==> config.mk <==
export PLATFORM = sky130hd
export DESIGN_NAME = polyval_universal_hash_top
export DESIGN_NICKNAME = d
export VERILOG_FILES = /design/src/polyval_pkg.sv /design/src/polyval_mul.sv /design/src/polyval_universal_hash_top.sv
export SDC_FILE = /design/constraint.sdc
export NUM_CORES = 2
export LEC_CHECK = 0
export ABC_AREA = 1
export BUFFER_PORTS_ARGS = -buffer_cell sky130_fd_sc_hd__buf_4
export CORE_UTILIZATION = 50
export DETAILED_ROUTE_END_ITERATION = 8
export PLACE_DENSITY = 0.68
export SLEW_MARGIN = 15
export SYNTH_ARGS = -nofsm -noshare
export SYNTH_HDL_FRONTEND = slang
export SYNTH_SLANG_ARGS = --single-unit
==> constraint.sdc <==
create_clock -name clk -period 18.75 [get_ports clk]
set_input_delay 4.6875 -clock clk [delete_from_list [all_inputs] [get_ports clk]]
set_output_delay 4.6875 -clock clk [all_outputs]
set_load 0.01 [all_outputs]
==> src/polyval_pkg.sv <==
// ============================================================================
// polyval_pkg - shared types and constants for the POLYVAL hash
// Field width, digit size, reduction constant, register indexes and the
// controller state encoding.
// ============================================================================
`default_nettype none

package polyval_pkg;

	// Field element and digit geometry
	localparam int BLOCK_W    = 128;
	localparam int HALF_W     = 64;
	localparam int DIGIT_W    = 8;
	localparam int NUM_DIGITS = BLOCK_W / DIGIT_W;
	localparam int CNT_W      = $clog2(NUM_DIGITS);

	typedef logic [BLOCK_W-1:0] block_t;
	typedef logic [HALF_W-1:0]  half_t;
	typedef logic [DIGIT_W-1:0] digit_t;
	typedef logic [CNT_W-1:0]   digit_cnt_t;

	// x^128 + x^127 + x^126 + x^121 + 1 divided by x, without the constant term:
	// what is folded in when a set low bit is shifted out
	localparam block_t POLY_RED = {8'hE1, 120'd0};

	// Configuration register indexes
	localparam int CFG_IDX_W = 3;
	typedef enum logic [CFG_IDX_W-1:0] {
		CFG_KEY_LO   = 3'd0,
		CFG_KEY_HI   = 3'd1,
		CFG_SEED_LO  = 3'd2,
		CFG_SEED_HI  = 3'd3,
		CFG_USE_SEED = 3'd4
	} cfg_idx_t;

	// Controller states
	typedef enum logic [1:0] {
		ST_IDLE,
		ST_RUN,
		ST_HOLD
	} state_t;

endpackage

`default_nettype wire

==> src/polyval_mul.sv <==
// ============================================================================
// polyval_mul - digit-serial POLYVAL field multiplier
// Computes a * b * x^-128 mod P, one 8-bit digit of a per cycle, LSB first,
// with a Montgomery right shift after every bit.
// ============================================================================
`default_nettype none

module polyval_mul (
	input  wire                                clk,
	input  wire                                arst_n,
	input  wire                                start,
	input  wire [polyval_pkg::BLOCK_W-1:0]     a,
	input  wire [polyval_pkg::BLOCK_W-1:0]     b,
	output logic                               done,
	output polyval_pkg::block_t                result
);

	polyval_pkg::block_t     a_q;
	polyval_pkg::block_t     r_q;
	polyval_pkg::digit_cnt_t cnt_q;
	logic                    busy_q;
	logic                    done_q;
	polyval_pkg::block_t     r_next;

	// One digit: add b for each set bit, then divide by x modulo P
	function automatic polyval_pkg::block_t digit_step(
		input polyval_pkg::block_t r,
		input polyval_pkg::block_t bb,
		input polyval_pkg::digit_t d
	);
		polyval_pkg::block_t acc;
		logic                m;
		acc = r;
		for (int i = 0; i < polyval_pkg::DIGIT_W; i++) begin
			if (d[i]) begin
				acc = acc ^ bb;
			end
			m   = acc[0];
			acc = acc >> 1;
			if (m) begin
				acc = acc ^ polyval_pkg::POLY_RED;
			end
		end
		return acc;
	endfunction

	assign r_next = digit_step(r_q, b, a_q[polyval_pkg::DIGIT_W-1:0]);

	// Control: count digits, flag completion
	always_ff @(posedge clk or negedge arst_n) begin
		if (!arst_n) begin
			busy_q <= 1'b0;
			done_q <= 1'b0;
			cnt_q  <= '0;
		end else begin
			done_q <= 1'b0;
			if (start) begin
				busy_q <= 1'b1;
				cnt_q  <= '0;
			end else if (busy_q) begin
				cnt_q <= cnt_q + 1'b1;
				if (cnt_q == polyval_pkg::digit_cnt_t'(polyval_pkg::NUM_DIGITS - 1)) begin
					busy_q <= 1'b0;
					done_q <= 1'b1;
				end
			end
		end
	end

	// Datapath: load operand, then shift one digit out per cycle
	always_ff @(posedge clk) begin
		if (start) begin
			a_q <= a;
			r_q <= '0;
		end else if (busy_q) begin
			a_q <= a_q >> polyval_pkg::DIGIT_W;
			r_q <= r_next;
		end
	end

	assign done   = done_q;
	assign result = r_q;

endmodule

`default_nettype wire

==> src/polyval_universal_hash_top.sv <==
// ============================================================================
// polyval_universal_hash_top - POLYVAL universal hash, one block per transfer
// Accumulates S = dot(S xor block, H) and emits S with the last block.
// ============================================================================
// Each 128-bit block passes, from its transfer until the next block can be
// taken, through loading the multiplier, the 8-bit digit-serial field
// multiplier (one digit of S xor block per cycle), and writing the
// accumulator back. The accumulator feeds the next block, so blocks are
// processed one at a time. A tag sits in the output register until taken;
// the next block is accepted meanwhile, and only a second tag finishing
// while the first is still stalled holds the block. Key, seed and use_seed
// must be written through the configuration port only while no block is in
// flight; the block itself does not enforce this. cfg_ready is always high.
`default_nettype none

module polyval_universal_hash_top (
	input  wire                            clk,
	input  wire                            arst_n,
	// configuration write channel
	input  wire                            cfg_valid,
	output logic                           cfg_ready,
	input  wire [polyval_pkg::CFG_IDX_W-1:0] cfg_index,
	input  wire [polyval_pkg::HALF_W-1:0]  cfg_data,
	// block input channel
	input  wire                            in_valid,
	output logic                           in_stall,
	input  wire [polyval_pkg::HALF_W-1:0]  block_lo,
	input  wire [polyval_pkg::HALF_W-1:0]  block_hi,
	input  wire                            first_block,
	input  wire                            last_block,
	// tag output channel
	output logic                           out_valid,
	input  wire                            out_stall,
	output logic [polyval_pkg::HALF_W-1:0] tag_lo,
	output logic [polyval_pkg::HALF_W-1:0] tag_hi
);

	polyval_pkg::half_t  key_lo_q, key_hi_q, seed_lo_q, seed_hi_q;
	logic                use_seed_q;
	polyval_pkg::block_t acc_q;
	polyval_pkg::block_t tag_q;
	logic                out_valid_q;
	logic                last_q;
	polyval_pkg::state_t state_q, state_d;

	logic                in_xfer;
	logic                out_free;
	logic                load_tag;
	polyval_pkg::block_t tag_src;
	polyval_pkg::block_t start_val;
	polyval_pkg::block_t mul_a;
	logic                mul_done;
	polyval_pkg::block_t mul_res;

	// Configuration registers
	assign cfg_ready = 1'b1;

	always_ff @(posedge clk or negedge arst_n) begin
		if (!arst_n) begin
			key_lo_q   <= '0;
			key_hi_q   <= '0;
			seed_lo_q  <= '0;
			seed_hi_q  <= '0;
			use_seed_q <= 1'b0;
		end else if (cfg_valid && cfg_ready) begin
			unique case (cfg_index)
				polyval_pkg::CFG_KEY_LO:   key_lo_q   <= cfg_data;
				polyval_pkg::CFG_KEY_HI:   key_hi_q   <= cfg_data;
				polyval_pkg::CFG_SEED_LO:  seed_lo_q  <= cfg_data;
				polyval_pkg::CFG_SEED_HI:  seed_hi_q  <= cfg_data;
				polyval_pkg::CFG_USE_SEED: use_seed_q <= cfg_data[0];
				default: ;
			endcase
		end
	end

	// Pick the starting value and form the multiplier operand
	assign in_xfer = in_valid && !in_stall;

	always_comb begin
		if (first_block) begin
			start_val = use_seed_q ? {seed_hi_q, seed_lo_q} : '0;
		end else begin
			start_val = acc_q;
		end
		mul_a = start_val ^ {block_hi, block_lo};
	end

	polyval_mul u_mul (
		.clk    (clk),
		.arst_n (arst_n),
		.start  (in_xfer),
		.a      (mul_a),
		.b      ({key_hi_q, key_lo_q}),
		.done   (mul_done),
		.result (mul_res)
	);

	// Output register is free when empty or being drained this cycle
	assign out_free = !out_valid_q || !out_stall;

	// Sequencer: next state and outputs
	always_comb begin
		state_d  = state_q;
		in_stall = 1'b1;
		load_tag = 1'b0;
		tag_src  = mul_res;
		unique case (state_q)
			polyval_pkg::ST_IDLE: begin
				in_stall = 1'b0;
				if (in_valid) begin
					state_d = polyval_pkg::ST_RUN;
				end
			end
			polyval_pkg::ST_RUN: begin
				if (mul_done) begin
					if (!last_q) begin
						state_d = polyval_pkg::ST_IDLE;
					end else if (out_free) begin
						load_tag = 1'b1;
						state_d  = polyval_pkg::ST_IDLE;
					end else begin
						state_d = polyval_pkg::ST_HOLD;
					end
				end
			end
			polyval_pkg::ST_HOLD: begin
				tag_src = acc_q;
				if (out_free) begin
					load_tag = 1'b1;
					state_d  = polyval_pkg::ST_IDLE;
				end
			end
			default: begin
				state_d = polyval_pkg::ST_IDLE;
			end
		endcase
	end

	always_ff @(posedge clk or negedge arst_n) begin
		if (!arst_n) begin
			state_q <= polyval_pkg::ST_IDLE;
		end else begin
			state_q <= state_d;
		end
	end

	// Accumulator and last-block flag
	always_ff @(posedge clk or negedge arst_n) begin
		if (!arst_n) begin
			acc_q  <= '0;
			last_q <= 1'b0;
		end else begin
			if (in_xfer) begin
				last_q <= last_block;
			end
			if (state_q == polyval_pkg::ST_RUN && mul_done) begin
				acc_q <= mul_res;
			end
		end
	end

	// Output register: load a tag, drop valid once transferred
	always_ff @(posedge clk or negedge arst_n) begin
		if (!arst_n) begin
			out_valid_q <= 1'b0;
		end else if (load_tag) begin
			out_valid_q <= 1'b1;
		end else if (out_valid_q && !out_stall) begin
			out_valid_q <= 1'b0;
		end
	end

	always_ff @(posedge clk) begin
		if (load_tag) begin
			tag_q <= tag_src;
		end
	end

	assign out_valid = out_valid_q;
	assign tag_lo    = tag_q[polyval_pkg::HALF_W-1:0];
	assign tag_hi    = tag_q[polyval_pkg::BLOCK_W-1:polyval_pkg::HALF_W];

endmodule

`default_nettype wire

After elaboration in Yosys (flattened, before gate mapping). Index checks and enable logic that the tools add are counted.

Div/mod/pow operators: 0. Eq/ne operators: 10. Shift-type cells: 0. Muxes and demuxes: 42. Multipliers: 0. Reductions and logical operators: 16. Order comparisons: 0. Bitwise gates (word level): 17. Add/subtract/negate cells: 1.

Operator list (count): 128-bit two-way mux (21); 128-bit XOR (9); 3-bit inverter with 4-bit output (8); 1-bit two-way mux (12); 2-bit two-way mux (5); 2-bit AND reduction (5); 4-bit two-way mux (2); 3-bit by 2-bit equality test with 1-bit output (second input constant) (2); 2-bit one-hot mux with 3 select lines (1); 4-bit by 1-bit adder with 4-bit output (second input constant) (1); 4-bit equality test (second input constant) (1); 2-bit inequality test (second input constant) (2); 2-bit nonzero test (2); 3-bit by 1-bit equality test with 1-bit output (second input constant) (1); 3-bit equality test (second input constant) (1); 1-bit logical AND (3); 3-bit logical NOT (1); 3-bit AND reduction (1); 2-bit by 1-bit equality test with 1-bit output (second input constant) (1); 2-bit equality test (second input constant) (1); 1-bit logical NOT (2); 2-bit logical NOT (1); 2-bit by 1-bit inequality test with 1-bit output (second input constant) (1); 1-bit one-hot mux with 2 select lines (1); 1-bit logical OR (1).

Register bits: 779. Memories: 0. Latch bits: 0. Memory bits (read-only): 0. Bits of input ports: 202. Bits in writable memories: 0.

Logic depth before layout (Yosys ltp).
Word-level depth: 32. Gate-level depth with buffers: 17. Gate-level depth less buffers: 16.

By module. A second synthesis with hierarchy kept.

Cell total of the unflattened synthesis: 6495. Area, all modules: 47972.3 µm².

Modules (own cells, without submodules): polyval_mul (instances 1, area an instance 24354.6 µm², cells an instance 3594, sequential area each 6556.3 µm²); polyval_universal_hash_top (instances 1, area an instance 23617.7 µm², cells an instance 2901, sequential area each 13578.0 µm²).

Worst setup path after synthesis. OpenSTA, ideal clock, no wires.

Kind: input port to flip-flop. Start: input port out_stall. End: register tag_q[0] (enable). Stages: 3. Required time: 18133 ps. Setup slack: 8011 ps. Setup time: 617 ps. Arrival time: 10122 ps. Cells stage by stage: nand2_1 > inv_1 > nor2_1.

Word-level cells in the longest chain between the ends: 6.

Ends and longest elaborated chain: start, declared (RTL line polyval_universal_hash_top.sv:33) `input wire out_stall,`; 1-bit logical NOT (*) (RTL line polyval_universal_hash_top.sv:100) `assign out_free = !out_valid_q || !out_stall;`; 1-bit logical OR (*) (RTL line polyval_universal_hash_top.sv:100); 1-bit two-way mux (*) (RTL line polyval_universal_hash_top.sv:119, polyval_universal_hash_top.sv:129); 1-bit two-way mux (RTL line polyval_universal_hash_top.sv:117) `if (!last_q) begin`; 1-bit two-way mux (RTL line polyval_universal_hash_top.sv:116) `if (mul_done) begin`; 1-bit one-hot mux with 2 select lines (*) (RTL line polyval_universal_hash_top.sv:108) `unique case (state_q)`; via load_tag (RTL line polyval_universal_hash_top.sv:48) `logic load_tag;`; end signal, assigned (RTL line polyval_universal_hash_top.sv:176) `tag_q <= tag_src;`; end, declared (RTL line polyval_universal_hash_top.sv:41) `polyval_pkg::block_t tag_q;`.

Mark *: on every way through the listed nets, which the timed path passes. The rest lies on a longest branch. A chain may end at the register's enable or synchronous reset.

Final worst setup path.
Start: input port in_valid. End: register u_mul.a_q[75] (data pin).

Word-level cells in the longest chain between the ends: 2.

Ends and longest elaborated chain: start, declared (RTL line polyval_universal_hash_top.sv:25) `input wire in_valid,`; 1-bit logical AND (RTL line polyval_universal_hash_top.sv:78) `assign in_xfer = in_valid && !in_stall;`; 128-bit two-way mux (RTL line polyval_mul.sv:72) `if (start) begin`; end signal, assigned (RTL line polyval_mul.sv:76) `a_q <= a_q >> polyval_pkg::DIGIT_W;`; end, declared (RTL line polyval_mul.sv:18) `polyval_pkg::block_t a_q;`.

No other way between the ends.

==> reports/metrics.yaml <==
status: "finished clean"
post-synth-top-area-fraction: 0.2086
cts-buffers-inserted: 85
timing_max_transition_violations_final: 0
critical-path-top-cell-by-count: "buf_4"
multi_input_comb_area_sq_mm: 0.02328
synth_cells: 6099
layout.filler_cells: 8685
power_report.internal_total_uw: 5330
cts.sink_count: 779
syn_area_per_cell_sq_um: 7.769
grt_remaining_overflow: 0
final_cell_count_no_fill: 7428
initial_antenna_violation_count: 16
count_of_antenna_violating_nets_left_after_detailed_routing: 0
seq_power_share: 0.315
grt_first_pass_wirelength_microns: 223600
period_minus_slack_ns: 6.823
dieHeight_microns: 309.9
layout.cells.most_common_list: "2,032 x nand2_1, 805 x o21ai_0, 553 x xnor2_1"
syn_to_final_growth_pct: 10.94
critical-path-top-delay-family: "buffers and inverters"
clockPowerShare: 0.176
num-nets-final: 6300
cts_tree: "yes"
worstPathMaxFanout: 96
pin_count_of_the_biggest_net_entering_global_routing: 167
routability_cong: 0.9377
number_of_buffer_cells_added_on_primary_ports: 331
synth_cell_types: 31
max-cap-violations: 0
floorplan.io_pins: 333
critPathArrivalTime_ns: 7.18
initial_core_util: 0.5062
rsz0062_at_grt: "false"
vias: 39800
powerDensity_mw_per_mm2: 183.9
timing.critical_path.from: "in_valid"
holdBufCountCts: 0
clkLatencyLatePin_ns: 0.66
critical_path.cell_chain: "buf_4 -> nand2_4 -> buf_4 -> buf_4 -> o21ai_0"
setup-violations-final: 0
die_area_sq_mm: 0.09601
category_of_the_critical_setup_timing_path: "input port to register"
cp-end-kind: "register"
floorplan.rows: 112
yosys_warnings: 0
combPwrFrac: 0.510
place.detailed.instances: 7259
drt-pass1-iter-count: 6
ir_drop_uv: 127.1
post_synthesis_cell_area_sq_mm: 0.04739
ys_ff_latch: 779
critPathBufInv: 3
critPathSlowestCell: "buf_4"
cts_root_buffer: "clkbuf_16"
seqCellArea_sq_mm: 0.02014
power.switching_uw: 4339
die_w_microns: 309.9
globalRouteTotalUtil: 0.3071
place_worst_setup_slack_ns: 11.32
fraction_of_layout_instances_using_a_drive_strength_above_1: 0.08354
slew_headroom: 0.1660
worstReg2RegStart: "state_q[1]"
setup_slack_ns: 11.93
setup-tns-final_ns: 0
cts-resized-gates: 0
worst_ep_required_time_ns: 19.11
synth_sequential_area_ratio: 0.4249
post_drt_wl_per_cell_microns: 19.96
max_slew.worst_pin.slew_ns: 1.251
static_leak_uw: 0.02237
max_freq_ghz: 0.1466
drt_iter0_drc: 4287
path_clk_slew_ns: 0.06
via_count_of_the_first_global_routing_pass: 36310
post-cts-setup-buffers: 0
mostFrequentLayoutCell: "nand2_1"
clock_tree.buffer_depth: 3
hold_path.class: "register to register"
dp_hpwl_microns: 99900
timing.critical_path.slowest_cell_delay_ns: 0.88
worst_clock_skew_ns: 0.02583
p_sw_frac: 0.4488
route.detailed.drc: 0
core_area_sq_mm: 0.09361
post-route-period-util: 0.3639
routed_via_density: 5.358
finalHoldViolations: 0
timing.hold.worst.start: "u_mul.cnt_q[3]"
syn-num-nets: 6306
synth_largest_area_cell: "dfrtp_1"
totalWireLength_microns: 148300
synth.top_cells.by_area: "dfrtp_1 21%, edfxtp_1 16%, nand2_1 16%, xnor2_1 10%, xor2_1 9.3%"
cts-htree-levels: 3
setup.worst_path.start_class: "input port"
-- final timing paths --
path | cells past startpoint | slack (ns) | to
hold reg to reg | 1 | 0.47 | u_mul.cnt_q[3]
max in group asynchronous | 3 | 12.24 | acc_q[72]
setup / recovery | 5 | 11.93 | u_mul.a_q[75]
setup reg to reg | 6 | 15.33 | u_mul.a_q[75]
hold / removal | 1 | 0.47 | u_mul.cnt_q[3]
min in group asynchronous | 1 | 4.12 | acc_q[15]
-- power by group through the flow --
stage | Sequential [uW] | Combinational, uW | Clock (uW)
detailed placement | 3060 | 4860 | 0
global route | 3100 | 5510 | 1790
CTS | 3040 | 4900 | 1720
finish | 3040 | 4930 | 1700
floorplan | 2790 | 3870 | 0
global placement | 3060 | 4770 | 0
-- flip-flops by register name, summed over array words and instances, names as in the netlist, 2 cells and up --
signal        flops
acc_q           128
tag_q           128
u_mul.a_q       128
u_mul.result    128
key_hi_q         64
key_lo_q         64
seed_hi_q        64
seed_lo_q        64
u_mul.cnt_q       4
state_q           2
-- cell families (layout without fill, tap and decap cells) --
logic type | Yosys count | in the layout | share of synthesized area
flops | 779 | 779 | 0.4249
simple gates | 2302 | 2302 | 0.1900
other cells | 1 | 10 | 0.00007914
buf+inv | 979 | 1045 | 0.08516
fa+ha+maj | 5 | 5 | 0.001320
xor+xnor | 1055 | 1055 | 0.1950
compound gates | 978 | 978 | 0.1035
-- stage by stage --
step,utilization,hold WS [ns],total power (uW),instance area [sq um]
6_report,0.5616,0.4701,9669,52570
3_5_place_dp,0.5314,0.4581,7920,49750
2_1_floorplan,-,0.4336,6666,47390
4_1_cts,0.5612,0.4661,9658,52530
3_3_place_gp,0.5314,0.4512,7825,49750
5_1_grt,0.5614,0.5063,10390,52550
-- per-layer routing --
| metal | up-vias | part of all wire | GRT usage |
|---|---|---|---|
| li1 | 18980 | - | - |
| met1 | 18740 | 0.41 | 0.4163 |
| met2 | 1760 | 0.45 | 0.4667 |
| met3 | 318 | 0.091 | 0.05212 |
| met4 | 6 | 0.057 | 0.1702 |
| met5 | - | 0.00026 | 0 |
-- cells in the mapped netlist, drive strengths merged --
cell type,number
nand2,2040
o21ai,818
xnor2,553
inv,511
xor2,502
dfrtp,395
clkbuf,304
edfxtp,256
nand3,217
buf,164
a21oi,156
dfxtp,128
nor2,20
nand3b,17
ha,5
nand4,4
o21bai,2
a31oi,1
and2,1
conb,1
nor3,1
nor4,1
o221ai,1
or2,1
-- cell type report --
class                           count  area share
Multi-Input combinational cell   4341      0.4428
Sequential cell                   779      0.3831
Timing Repair Buffer              375     0.05419
Clock buffer                      132     0.04732
Inverter                          511     0.03658
Tap cell                         1254     0.02985
Clock inverter                     27    0.005688
Antenna cell                        9   0.0004284
Power figures use the tool's default switching activity.
